File: src/hw/rtl/stfis_pkg.sv
package stfis_pkg;

  // Default sizes of the slot table.
  localparam int DEF_DEPTH       = 256;
  localparam int DEF_VALUE_WIDTH = 32;

  // Port widths fixed by the interface.
  localparam int OP_W     = 2;
  localparam int PIDX_W   = 8;
  localparam int PVAL_W   = 32;
  localparam int STAT_W   = 2;
  localparam int PLIVE_W  = 9;

  // Operation codes.
  localparam logic [OP_W-1:0] OP_ADD = 2'd0;
  localparam logic [OP_W-1:0] OP_GET = 2'd1;
  localparam logic [OP_W-1:0] OP_POP = 2'd2;

  // Result status codes.
  localparam logic [STAT_W-1:0] STAT_OK    = 2'd0;
  localparam logic [STAT_W-1:0] STAT_FULL  = 2'd1;
  localparam logic [STAT_W-1:0] STAT_EMPTY = 2'd2;

  // Status from the datapath to the controller, about the item in hand.
  typedef struct packed {
    logic [OP_W-1:0] op;
    logic            full;
    logic            hit;
  } stfis_sts_t;

  // Commands from the controller to the datapath.
  typedef struct packed {
    logic              capture;
    logic              commit;
    logic              add_en;
    logic              pop_en;
    logic              sel_slot;
    logic              sel_zero;
    logic              show_value;
    logic [STAT_W-1:0] status;
  } stfis_cmd_t;

endpackage

File: src/hw/rtl/stfis_ctrl.sv
module stfis_ctrl (
  input  logic                  clk,
  input  logic                  rst_n,
  input  logic                  start,
  output logic                  busy,
  input  stfis_pkg::stfis_sts_t sts,
  output stfis_pkg::stfis_cmd_t cmd
);
  import stfis_pkg::*;

  typedef enum logic [1:0] {
    S_IDLE = 2'b01,
    S_EXEC = 2'b10
  } state_t;

  state_t state_r;
  state_t state_nxt;

  always_comb begin
    state_nxt = state_r;
    unique case (state_r)
      S_IDLE: begin
        if (start) begin
          state_nxt = S_EXEC;
        end
      end
      S_EXEC: begin
        state_nxt = S_IDLE;
      end
      default: begin
        state_nxt = S_IDLE;
      end
    endcase
  end

  always_ff @(posedge clk) begin
    if (!rst_n) begin
      state_r <= S_IDLE;
    end else begin
      state_r <= state_nxt;
    end
  end

  assign busy = (state_r == S_EXEC);

  // Decide what the item does once the memory reads are back.
  always_comb begin
    cmd            = '0;
    cmd.capture    = start && (state_r == S_IDLE);
    cmd.commit     = (state_r == S_EXEC);
    cmd.status     = STAT_OK;
    if (state_r == S_EXEC) begin
      unique case (sts.op)
        OP_ADD: begin
          if (sts.full) begin
            cmd.sel_zero = 1'b1;
            cmd.status   = STAT_FULL;
          end else begin
            cmd.add_en   = 1'b1;
            cmd.sel_slot = 1'b1;
          end
        end
        OP_GET: begin
          cmd.show_value = sts.hit;
        end
        OP_POP: begin
          if (sts.hit) begin
            cmd.pop_en     = 1'b1;
            cmd.show_value = 1'b1;
          end else begin
            cmd.status = STAT_EMPTY;
          end
        end
        default: begin
          cmd.status = STAT_OK;
        end
      endcase
    end
  end

endmodule

File: config.mk
export PLATFORM = sky130hd
export DESIGN_NAME = stfis_ctrl
export DESIGN_NICKNAME = d
export VERILOG_FILES = /design/src/hw/rtl/stfis_pkg.sv /design/src/hw/rtl/stfis_ctrl.sv
export SDC_FILE = /design/constraint.sdc
export NUM_CORES = 1
export LEC_CHECK = 0
export ABC_AREA = 1
export BUFFER_PORTS_ARGS = -buffer_cell sky130_fd_sc_hd__buf_4
export CAP_MARGIN = 10
export CORE_AREA = 2 2 39 41
export DETAILED_ROUTE_END_ITERATION = 8
export DIE_AREA = 0 0 41 43
export HOLD_SLACK_MARGIN = 0.1
export PLACE_DENSITY_LB_ADDON = 0.15
export SLEW_MARGIN = 40
export SYNTH_ARGS = -nofsm -noshare
export SYNTH_HDL_FRONTEND = slang
export SYNTH_SLANG_ARGS = --single-unit
File: constraint.sdc
create_clock -name clk -period 0.9 [get_ports clk]
set_input_delay 0.045 -clock clk [delete_from_list [all_inputs] [get_ports clk]]
set_output_delay 0.045 -clock clk [all_outputs]
set_load 0.02 [all_outputs]
Word level (Yosys, flattened, before mapping)
Cells that the tools add are included.
{"block": "totals", "regBits": 2, "ram_bits": 0, "output_inout_bits": 10, "mem_bits_ro": 0, "wordCells": 19, "latchBits": 0, "mem_count": 0, "inputBits": 7}
{"block": "classes", "mux": 11, "bitwise": 0, "order_cmp": 0, "addsub": 0, "n_shift": 0, "div_mod_pow": 0, "n_eq_ne": 4, "reduce_logical": 3, "mul": 0}
{"cell": "$mux 7", "n": 1}
{"cell": "$mux 1", "n": 6}
{"cell": "$eq 2x1->1 const B", "n": 2}
{"cell": "$eq 2x2->1 const B", "n": 2}
{"cell": "$mux 2", "n": 2}
{"cell": "$pmux 2 s2", "n": 1}
{"cell": "$logic_not 2->1", "n": 1}
{"cell": "$pmux 1 s2", "n": 1}
{"cell": "$reduce_and 2->1", "n": 1}
{"cell": "$logic_and 1x1->1", "n": 1}

Depth between registers and ports, before layout
Gate-level depths: netlist of the first run.
{"block": "logic_depth", "word_depth": 3, "mapped_depth": 6}

Least setup slack after synthesis of the first run
No wires, ideal clock.
{"block": "synth_path", "path_type": "register to output", "startpoint": "reg state_r[0]", "endpoint": "out cmd[6] (netlist bit)", "n_path_buf": 1, "path_slack_ns": -0.349, "arrival_time_ns": 1.204, "path_stages_with_launch": 5, "path_cell_list": "dfxtp_1 > inv_1 > nand2_1 > nor3_1 > buf_4"}
{"item": "start, declared", "line_no": "stfis_ctrl.sv:16", "text": "state_t state_r;"}
{"item": "start signal, assigned", "line_no": "stfis_ctrl.sv:40", "text": "state_r <= state_nxt;"}
{"item": "end, declared", "line_no": "stfis_ctrl.sv:7", "text": "output stfis_pkg::stfis_cmd_t cmd"}

==> results.tsv, run 1 <==
metric	value	unit
synthMuxAreaShare	0	%
layout-drive-gt1-share	61.1	%
die_h	43	um
yosysUniqueCellTypes	8	
cts_tree	yes	
clock_latency	0.23	ns
grt_first_pass_wirelength	883	um
yosysTopAreaCellShare	19.5	%
row_count	14	
crit_required	0.85	ns
pin_count	17	
synth_cells	34	
top_regs	state_r (2)	
placed_cells	64	
vias	255	
synth_top_area_cell	dfxtp_1	
globalRouteOverflowTotal	0	
crit_fanout	2	
antenna_found_initial	0	
gp_congestion	0.585	
ys_ff_latch	2	
largest_reg_flops	2	
yosys-top-cells-area	dfxtp_1, ha_1, inv_1	
dieArea	1760	um2
syn_avg_cell_area	6.04	um2
reg2reg_from	state_r[1]	
power.static_leakage	0.248	nW
fmax	0.956	GHz
cp_num_buf_inv	2	
drv_cap	0	
worst_clock_skew	0.00185	ns
synth_top_family_by_area	simple AND/OR/NAND/NOR gates	
synth-xor-area-share	0	%
root_buffer	clkbuf_4	
cp_cell_sequence	inv_2 > nor2_4 > nand2_1 > nor2_2 > buf_6	
viasPerCell	3.64	
clkSlewWorstSetupHoldPaths	0.03	ns
synthSimpleGateAreaFrac	34.8	%
finalWorstSetupSlack	-0.146	ns
syn_nets	44	
finalPower	0.000419	W
outcome	finished, violations left	
cp_top_family	flip-flops	
ctsLongestPathBuffers	2	
rsz0062_at_grt	yes	
endpoint	cmd[1]	
syn_area	205	um2
grt_usage	7.61	%
setup_violations	11	
path_depth	5	
crit_start	state_r[1]	
peakVddDrop	0.533	mV
start_util	14.8	%
drt-total-wl	479	um
violations	setup timing	
dieWidth	41	um
area_growth	120	%
period_share	116	%
grt_max_degree	5	
n_antenna_cell	0	
yosys_warnings	0	
path_class	reg -> out	
drv_slew	0	
core-area	1380	um2
synth_fa_ha_area_share	18.3	%
drc	0	
r2r_end	state_r[0]	
cts_buffers	3	
min_path_type	in -> reg	
power.density	928	nW/um2
worst_pin_slew	0.155	ns
drt-initial-drc-count	0	
htree_num_levels	1	
io_buffers	16	
fin_cells	70	
hpwl	374	um
arrival	1.00	ns
r2r_slack	-0.02	ns
crit_slowest_cell	dfxtp_2	
start_kind	flip-flop	
wl_per_cell	6.84	um
worstSetupEndpointType	output pin	
nets	66	
relSlewSlack	89.7	%
top_register	state_r	
slowest_delay	0.35	ns
grt_pass1_vias	248	
antenna_left	0	
ys_seq_area_share	19.5	%
fin_crit	1.05	ns
ff2ff_path_depth	6	
synth_compound_area_share	0	%
first_pass_iters	1	
finalHoldViolCount	0	
clkSinkCount	2	
report_power, final:
| group | switching [W] | internal (W) |
|---|---|---|
| Sequential | 0.00000757 | 0.0000964 |
| Combinational | 0.0000565 | 0.0000602 |
| Clock | 0.0000516 | 0.000147 |
cell families (layout without fill, tap and decap cells):
family,after synthesis,after routing
simple gates,17,17
fa+ha+maj,3,3
flops,2,2
buf+inv,12,32
worst min path at each step:
| stage | from | endpoint | slack [ns] | cells after the start |
|---|---|---|---|---|
| after floorplan | rst_n | state_r[0] | 0.11 | 1 |
| after global placement | rst_n | state_r[0] | 0.23 | 2 |
| after detailed placement | rst_n | state_r[0] | 0.22 | 2 |
| after CTS | start | state_r[1] | 0.12 | 3 |
| after global routing | start | state_r[1] | 0.17 | 3 |
| final | start | state_r[1] | 0.14 | 3 |
area by class of cell:
| type | instances | area, um2 |
|---|---|---|
| Fill cell | 159 | 932 |
| Timing Repair Buffer | 20 | 183 |
| Multi-Input combinational cell | 20 | 150 |
| Sequential cell | 2 | 42.5 |
| Inverter | 9 | 33.8 |
| Clock buffer | 3 | 22.5 |
| Tap cell | 16 | 20.0 |
worst reg2reg max path, cell delays in order, from the launching register on:
cell     delay (ns)
dfxtp_2        0.33
inv_2          0.08
nand2_2        0.07
nor2_4         0.10
buf_4          0.11
buf_4          0.09
nand2_1        0.03
placed cells by master, fill, tap and decap left out:
cell type      count
nand2_2            1
clkbuf_4           3
buf_6              8
nor2_2             1
buf_4             11
nand2_4            1
inv_2              2
nor2_4             3
ha_1               3
nor2_1             2
dfxtp_2            2
nor3_1             1
nor3_4             1
nand2_1            7
inv_1              7
dlygate4sd3_1      1
metal layers:
layer	vias up	track usage, %	wire, um
met5	-	0	0
met4	0	6.00	15
met3	2	3.14	43
met2	12	12.2	250
met1	108	7.01	169
li1	133	-	-
cell usage after synthesis:
library cell  instances
buf_4                 3
nand2_1               9
dfxtp_1               2
nor2_2                2
nor2_1                4
inv_1                 9
nor3_1                2
ha_1                  3
metrics by stage:
stage	TNS, ns	hold slack [ns]	utilization [%]	area [um2]	setup slack, ns
floorplan	-0.146	0.114	-	221	-0.0588
global placement	0	0.226	25.0	347	0.00332
detailed placement	0	0.222	25.0	347	0.00248
CTS	-1.23	0.123	31.1	430	-0.172
global route	-1.50	0.173	32.6	452	-0.219
finish	-0.910	0.139	32.6	452	-0.146
repair_timing:
item                                    in CTS  in global routing
buffers inserted                             2                  0
gates resized for setup                     12                  6
hold buffers                                 1                  0
endpoints found under the setup margin      10                 11
pin swaps                                    1                  1
endpoints found under the hold margin        2                  0
Note: power is estimated with default switching activity, not from simulation.
==> inputs of run 2 (changes only) <==
--- a/config.mk
+++ b/config.mk
@@ -9,6 +9,7 @@
 export BUFFER_PORTS_ARGS = -buffer_cell sky130_fd_sc_hd__buf_4
 export CAP_MARGIN = 10
 export CORE_AREA = 2 2 39 41
+export CTS_BUF_LIST = sky130_fd_sc_hd__clkbuf_8
 export DETAILED_ROUTE_END_ITERATION = 8
 export DIE_AREA = 0 0 41 43
 export HOLD_SLACK_MARGIN = 0.1
==> constraint.sdc (replaced) <==
create_clock -name clk -period 1.2 [get_ports clk]
set_input_delay 0.06 -clock clk [delete_from_list [all_inputs] [get_ports clk]]
set_output_delay 0.06 -clock clk [all_outputs]
set_load 0.02 [all_outputs]
==> results.tsv, run 2 (synthesized netlist as in run 1, its figures left out) <==
metric	value	unit	change
final_util	27.4	%	-5.2 points
drt-total-wl	437	um	-8.8%
worst_pin_slew	0.162	ns	+0.00714 ns
cts_setup_buffers	0		-2
path_class	reg -> out		
root_buffer	clkbuf_8		
final_common_cell	buf_4		
pin_count	17		unchanged
vias	234		-8.2%
hpwl	381	um	+1.9%
grt_max_degree	5		unchanged
period_share	88.6	%	
clkSlewWorstSetupHoldPaths	0.03	ns	about the same
area_growth	84.8	%	
comb_power_share	15.9	%	-12 points
drv_slew	0		unchanged
top_register	state_r		
relSlewSlack	89.2	%	-0.50 points
busiest_layer	met2		
power.static_leakage	0.218	nW	-12%
cts_tree	yes		
grt_usage	7.01	%	-0.60 points
nets	63		-4.5%
path_depth	5		unchanged
globalRouteOverflowTotal	0		unchanged
grt_first_pass_wirelength	752	um	-15%
viasPerCell	3.49		-4.1%
cp_cell_sequence	inv_1 > nor2_2 > nand2_1 > nor2_1 > buf_4		
grt_pass1_vias	216		-13%
finalHoldViolCount	0		unchanged
seqCellArea	40.0	um2	-5.9%
die_h	43	um	unchanged
fin_crit	1.06	ns	
cts_buffers	3		unchanged
cp_top_family	flip-flops		
drv_cap	0		unchanged
r2r_slack	0.48	ns	+0.50 ns
core-area	1380	um2	unchanged
layout-drive-gt1-share	43.1	%	-18 points
final_cell_mix	buf_4, inv_1, nand2_1		
crit_slowest_cell	dfxtp_1		
grt_use_met3	4.71	%	+1.6 points
p_int	0.000314	W	+3.5%
clkSinkCount	2		unchanged
drt-initial-drc-count	3		+3
antenna_found_initial	0		unchanged
n_fill_cell	149		-6.3%
reg2reg_from	state_r[1]		
power.density	1050	nW/um2	+13%
grt.met2_usage	9.69	%	-2.5 points
wl_per_cell	6.52	um	-4.7%
top_regs	state_r (2)		
tns	0	ns	+0.910 ns
outcome	completed		
min_path_type	in -> reg		
dieArea	1760	um2	unchanged
drc	0		unchanged
netSwitchingFraction	20.9	%	-6.7 points
cp_num_buf_inv	2		unchanged
worst_clock_skew	0.00121	ns	-0.000641 ns
clock_latency	0.21	ns	-0.02 ns
power_frac_seq	18.6	%	-6.2 points
fmax	0.941	GHz	
gp_congestion	0.572		-2.3%
rsz0062_at_grt	no		
crit_required	1.14	ns	+0.29 ns
largest_reg_flops	2		unchanged
multi_input_area	114	um2	-24%
slowest_delay	0.31	ns	-0.04 ns
p_switching	0.0000830	W	-28%
ff2ff_path_depth	4		-2
r2r_end	state_r[0]		
row_count	14		unchanged
io_buffers	16		unchanged
ctsLongestPathBuffers	2		unchanged
p_clk_share	65.4	%	+18 points
htree_num_levels	1		unchanged
arrival	1.00	ns	about the same
first_pass_iters	2		+1
crit_fanout	3		+1
start_util	14.8	%	unchanged
start_kind	flip-flop		
setup_violations	0		-11
worstSetupEndpointType	output pin		
n_antenna_cell	0		unchanged
whs_path_depth	3		unchanged
peakVddDrop	0.411	mV	-23%
crit_start	state_r[1]		
dieWidth	41	um	unchanged
endpoint	cmd[1]		
grt_use_met1	5.73	%	-1.3 points
antenna_left	0		unchanged
-- run 2: changes by cell type in the layout (fill, tap and decap cells not counted), moves of 2 or more --
cell,change
nor2_4,-3
inv_1,+2
buf_6,-8
buf_4,+5
inv_2,-2
nor2_1,+2
clkbuf_4,-3
dfxtp_2,-2
clkbuf_8,+3
nand2_1,+2
dfxtp_1,+2
-- run 2: layer usage --
layer	wire, um	vias to the layer above
li1	-	127
met1	157	95
met2	224	12
met3	55	0
met4	0	0
met5	0	-
-- run 2: area by class of cell --
class | instances | share of cell area (%)
repair buffers | 17 | 34.3
flip-flops and latches | 2 | 10.6
multi-input cells | 20 | 30.0
well taps | 16 | 5.28
inverters | 9 | 8.91
clock buffers | 3 | 10.9
-- run 2: stage by stage --
step           hold slack [ns]  area (um2)  total power, W  setup WS, ns  cells
4_1_cts                  0.130         379        0.000410         0.105     67
3_3_place_gp             0.242         328        0.000137         0.266     63
2_1_floorplan            0.129         210        0.000108         0.154     34
3_5_place_dp             0.244         328        0.000137         0.265     63
5_1_grt                  0.148         379        0.000426        0.0131     67
6_report                 0.134         379        0.000397         0.137     67
-- run 2: worst min-delay path, stage by stage --
cell and delay (ns):
buf_4 0.10, inv_1 0.07, nor3_1 0.05
-- run 2: timing repair --
item                      in CTS  in global routing
hold endpoints to repair       2                  0
gates resized for setup        0                  0
hold buffers                   1                  0
-- run 2: how the worst min path moves through the flow --
stage | start | to | slack [ns]
after floorplan | rst_n | state_r[0] | 0.13
after global placement | rst_n | state_r[0] | 0.24
after detailed placement | rst_n | state_r[0] | 0.24
after CTS | start | state_r[1] | 0.13
after global routing | start | state_r[1] | 0.15
final | start | state_r[1] | 0.13
-- run 2: power by group through the flow --
stage / Combinational [W] / Sequential, W / Clock [W]
floorplan: 0.0000336 / 0.0000744 / 0
global placement: 0.0000626 / 0.0000748 / 0
global route: 0.0000714 / 0.0000745 / 0.000280
finish: 0.0000633 / 0.0000740 / 0.000260
CTS: 0.0000646 / 0.0000741 / 0.000271
detailed placement: 0.0000617 / 0.0000749 / 0
==> inputs of run 3 (changes only) <==
==> constraint.sdc (replaced) <==
create_clock -name clk -period 1.3 [get_ports clk]
set_input_delay 0.065 -clock clk [delete_from_list [all_inputs] [get_ports clk]]
set_output_delay 0.065 -clock clk [all_outputs]
set_load 0.02 [all_outputs]
==> results.tsv, run 3 (synthesized netlist as in run 1, its figures left out) <==
metric	value	unit	change
outcome	completed		
die_h	43	um	unchanged
grt_first_pass_wirelength	745	um	-0.93%
fmax	0.880	GHz	
period_share	87.4	%	
crit_fanout	4		+1
antenna_found_initial	0		unchanged
finalPower	0.000370	W	-6.8%
first_pass_iters	2		unchanged
ff2ff_path_depth	4		unchanged
htree_num_levels	1		unchanged
drt-initial-drc-count	2		-1
arrival	1.07	ns	+0.07 ns
core-area	1380	um2	unchanged
pin_count	17		unchanged
fin_cells	67		unchanged
peakVddDrop	0.556	mV	+35%
clkSlewWorstSetupHoldPaths	0.03	ns	about the same
setup_violations	0		unchanged
whs_path_depth	3		unchanged
antenna_left	0		unchanged
top_regs	state_r (2)		
relSlewSlack	83.9	%	-5.3 points
final_cell_mix	buf_4, inv_1, nand2_1		
worst_clock_skew	0.0000355	ns	-0.00117 ns
io_buffers	16		unchanged
rsz0062_at_grt	no		
r2r_slack	0.58	ns	+0.10 ns
reg2reg_from	state_r[1]		
drt-total-wl	501	um	+15%
drc	0		unchanged
n_antenna_cell	0		unchanged
globalRouteOverflowTotal	0		unchanged
start_kind	flip-flop		
cts_buffers	3		unchanged
nets	63		unchanged
ctsLongestPathBuffers	2		unchanged
tns	0	ns	unchanged
r2r_end	state_r[0]		
worstSetupEndpointType	output pin		
gp_congestion	0.582		+1.8%
path_class	reg -> out		
final_util	27.0	%	-0.36 points
min_path_type	in -> reg		
endpoint	cmd[4]		
worstHoldStart	start		
crit_start	state_r[0]		
top_register	state_r		
cts_resized	0		unchanged
vias	231		-1.3%
drv_cap	0		unchanged
area_growth	82.3	%	
clkSinkCount	2		unchanged
final_common_cell	buf_4		
grt_usage	6.71	%	-0.29 points
dieArea	1760	um2	unchanged
placed_cells	63		unchanged
row_count	14		unchanged
clock_latency	0.21	ns	about the same
fin_crit	1.14	ns	
wl_per_cell	7.48	um	+15%
crit_required	1.24	ns	+0.10 ns
grt_pass1_vias	220		+1.9%
power.density	990	nW/um2	-5.5%
finalHoldViolCount	0		unchanged
drv_slew	0		unchanged
dieWidth	41	um	unchanged
worst_pin_slew	0.240	ns	+0.0787 ns
start_util	14.8	%	unchanged
cts_tree	yes		
grt_max_degree	5		unchanged
root_buffer	clkbuf_8		
viasPerCell	3.45		-1.3%
hpwl	387	um	+1.7%
largest_reg_flops	2		unchanged
layout-drive-gt1-share	41.2	%	-2.0 points
power.static_leakage	0.217	nW	-0.31%
[run 3: worst min-delay path by stage]
stage          slack (ns)         end
2_1_floorplan        0.13  state_r[0]
3_3_place_gp         0.24  state_r[0]
3_5_place_dp         0.24  state_r[0]
4_1_cts              0.13  state_r[1]
5_1_grt              0.15  state_r[1]
6_report             0.13  state_r[1]
[run 3: layout make-up]
cell class | instances | area, um2
fillers | 170 | 1010
repair buffers | 17 | 130
multi-input cells | 20 | 109
clock buffers | 3 | 41.3
flip-flops and latches | 2 | 40.0
inverters | 9 | 33.8
well taps | 16 | 20.0
[run 3: worst max-delay path, stage by stage, from the launching register on]
cell	delay, ns
dfxtp_1	0.31
inv_1	0.05
nand2_1	0.09
nor3_1	0.22
buf_4	0.19
[run 3: power by group]
group	internal [W]	switching (W)	leakage, nW	total [W]
Clock	0.000196	0.0000477	0.0216	0.000243
Sequential	0.0000659	0.00000234	0.0166	0.0000682
Combinational	0.0000289	0.0000298	0.179	0.0000587
[run 3: routing by layer]
metal	GRT usage, %	vias to the layer above	routed length (um)
met5	0	-	0
met4	8.00	0	0
li1	-	127	-
met2	10.9	10	264
met3	1.57	0	46
met1	5.43	94	190
[run 3: what timing repair did]
item	CTS	global route
setup buffers	0	0
hold endpoints to repair	1	0
hold buffers	1	0
[run 3: stage by stage]
stage	hold slack, ns	area [um2]	worst slack, ns
after floorplan	0.134	205	0.0309
after global placement	0.245	323	0.295
after detailed placement	0.245	323	0.295
after CTS	0.127	374	0.143
after global routing	0.154	374	0.0198
final	0.134	374	0.164
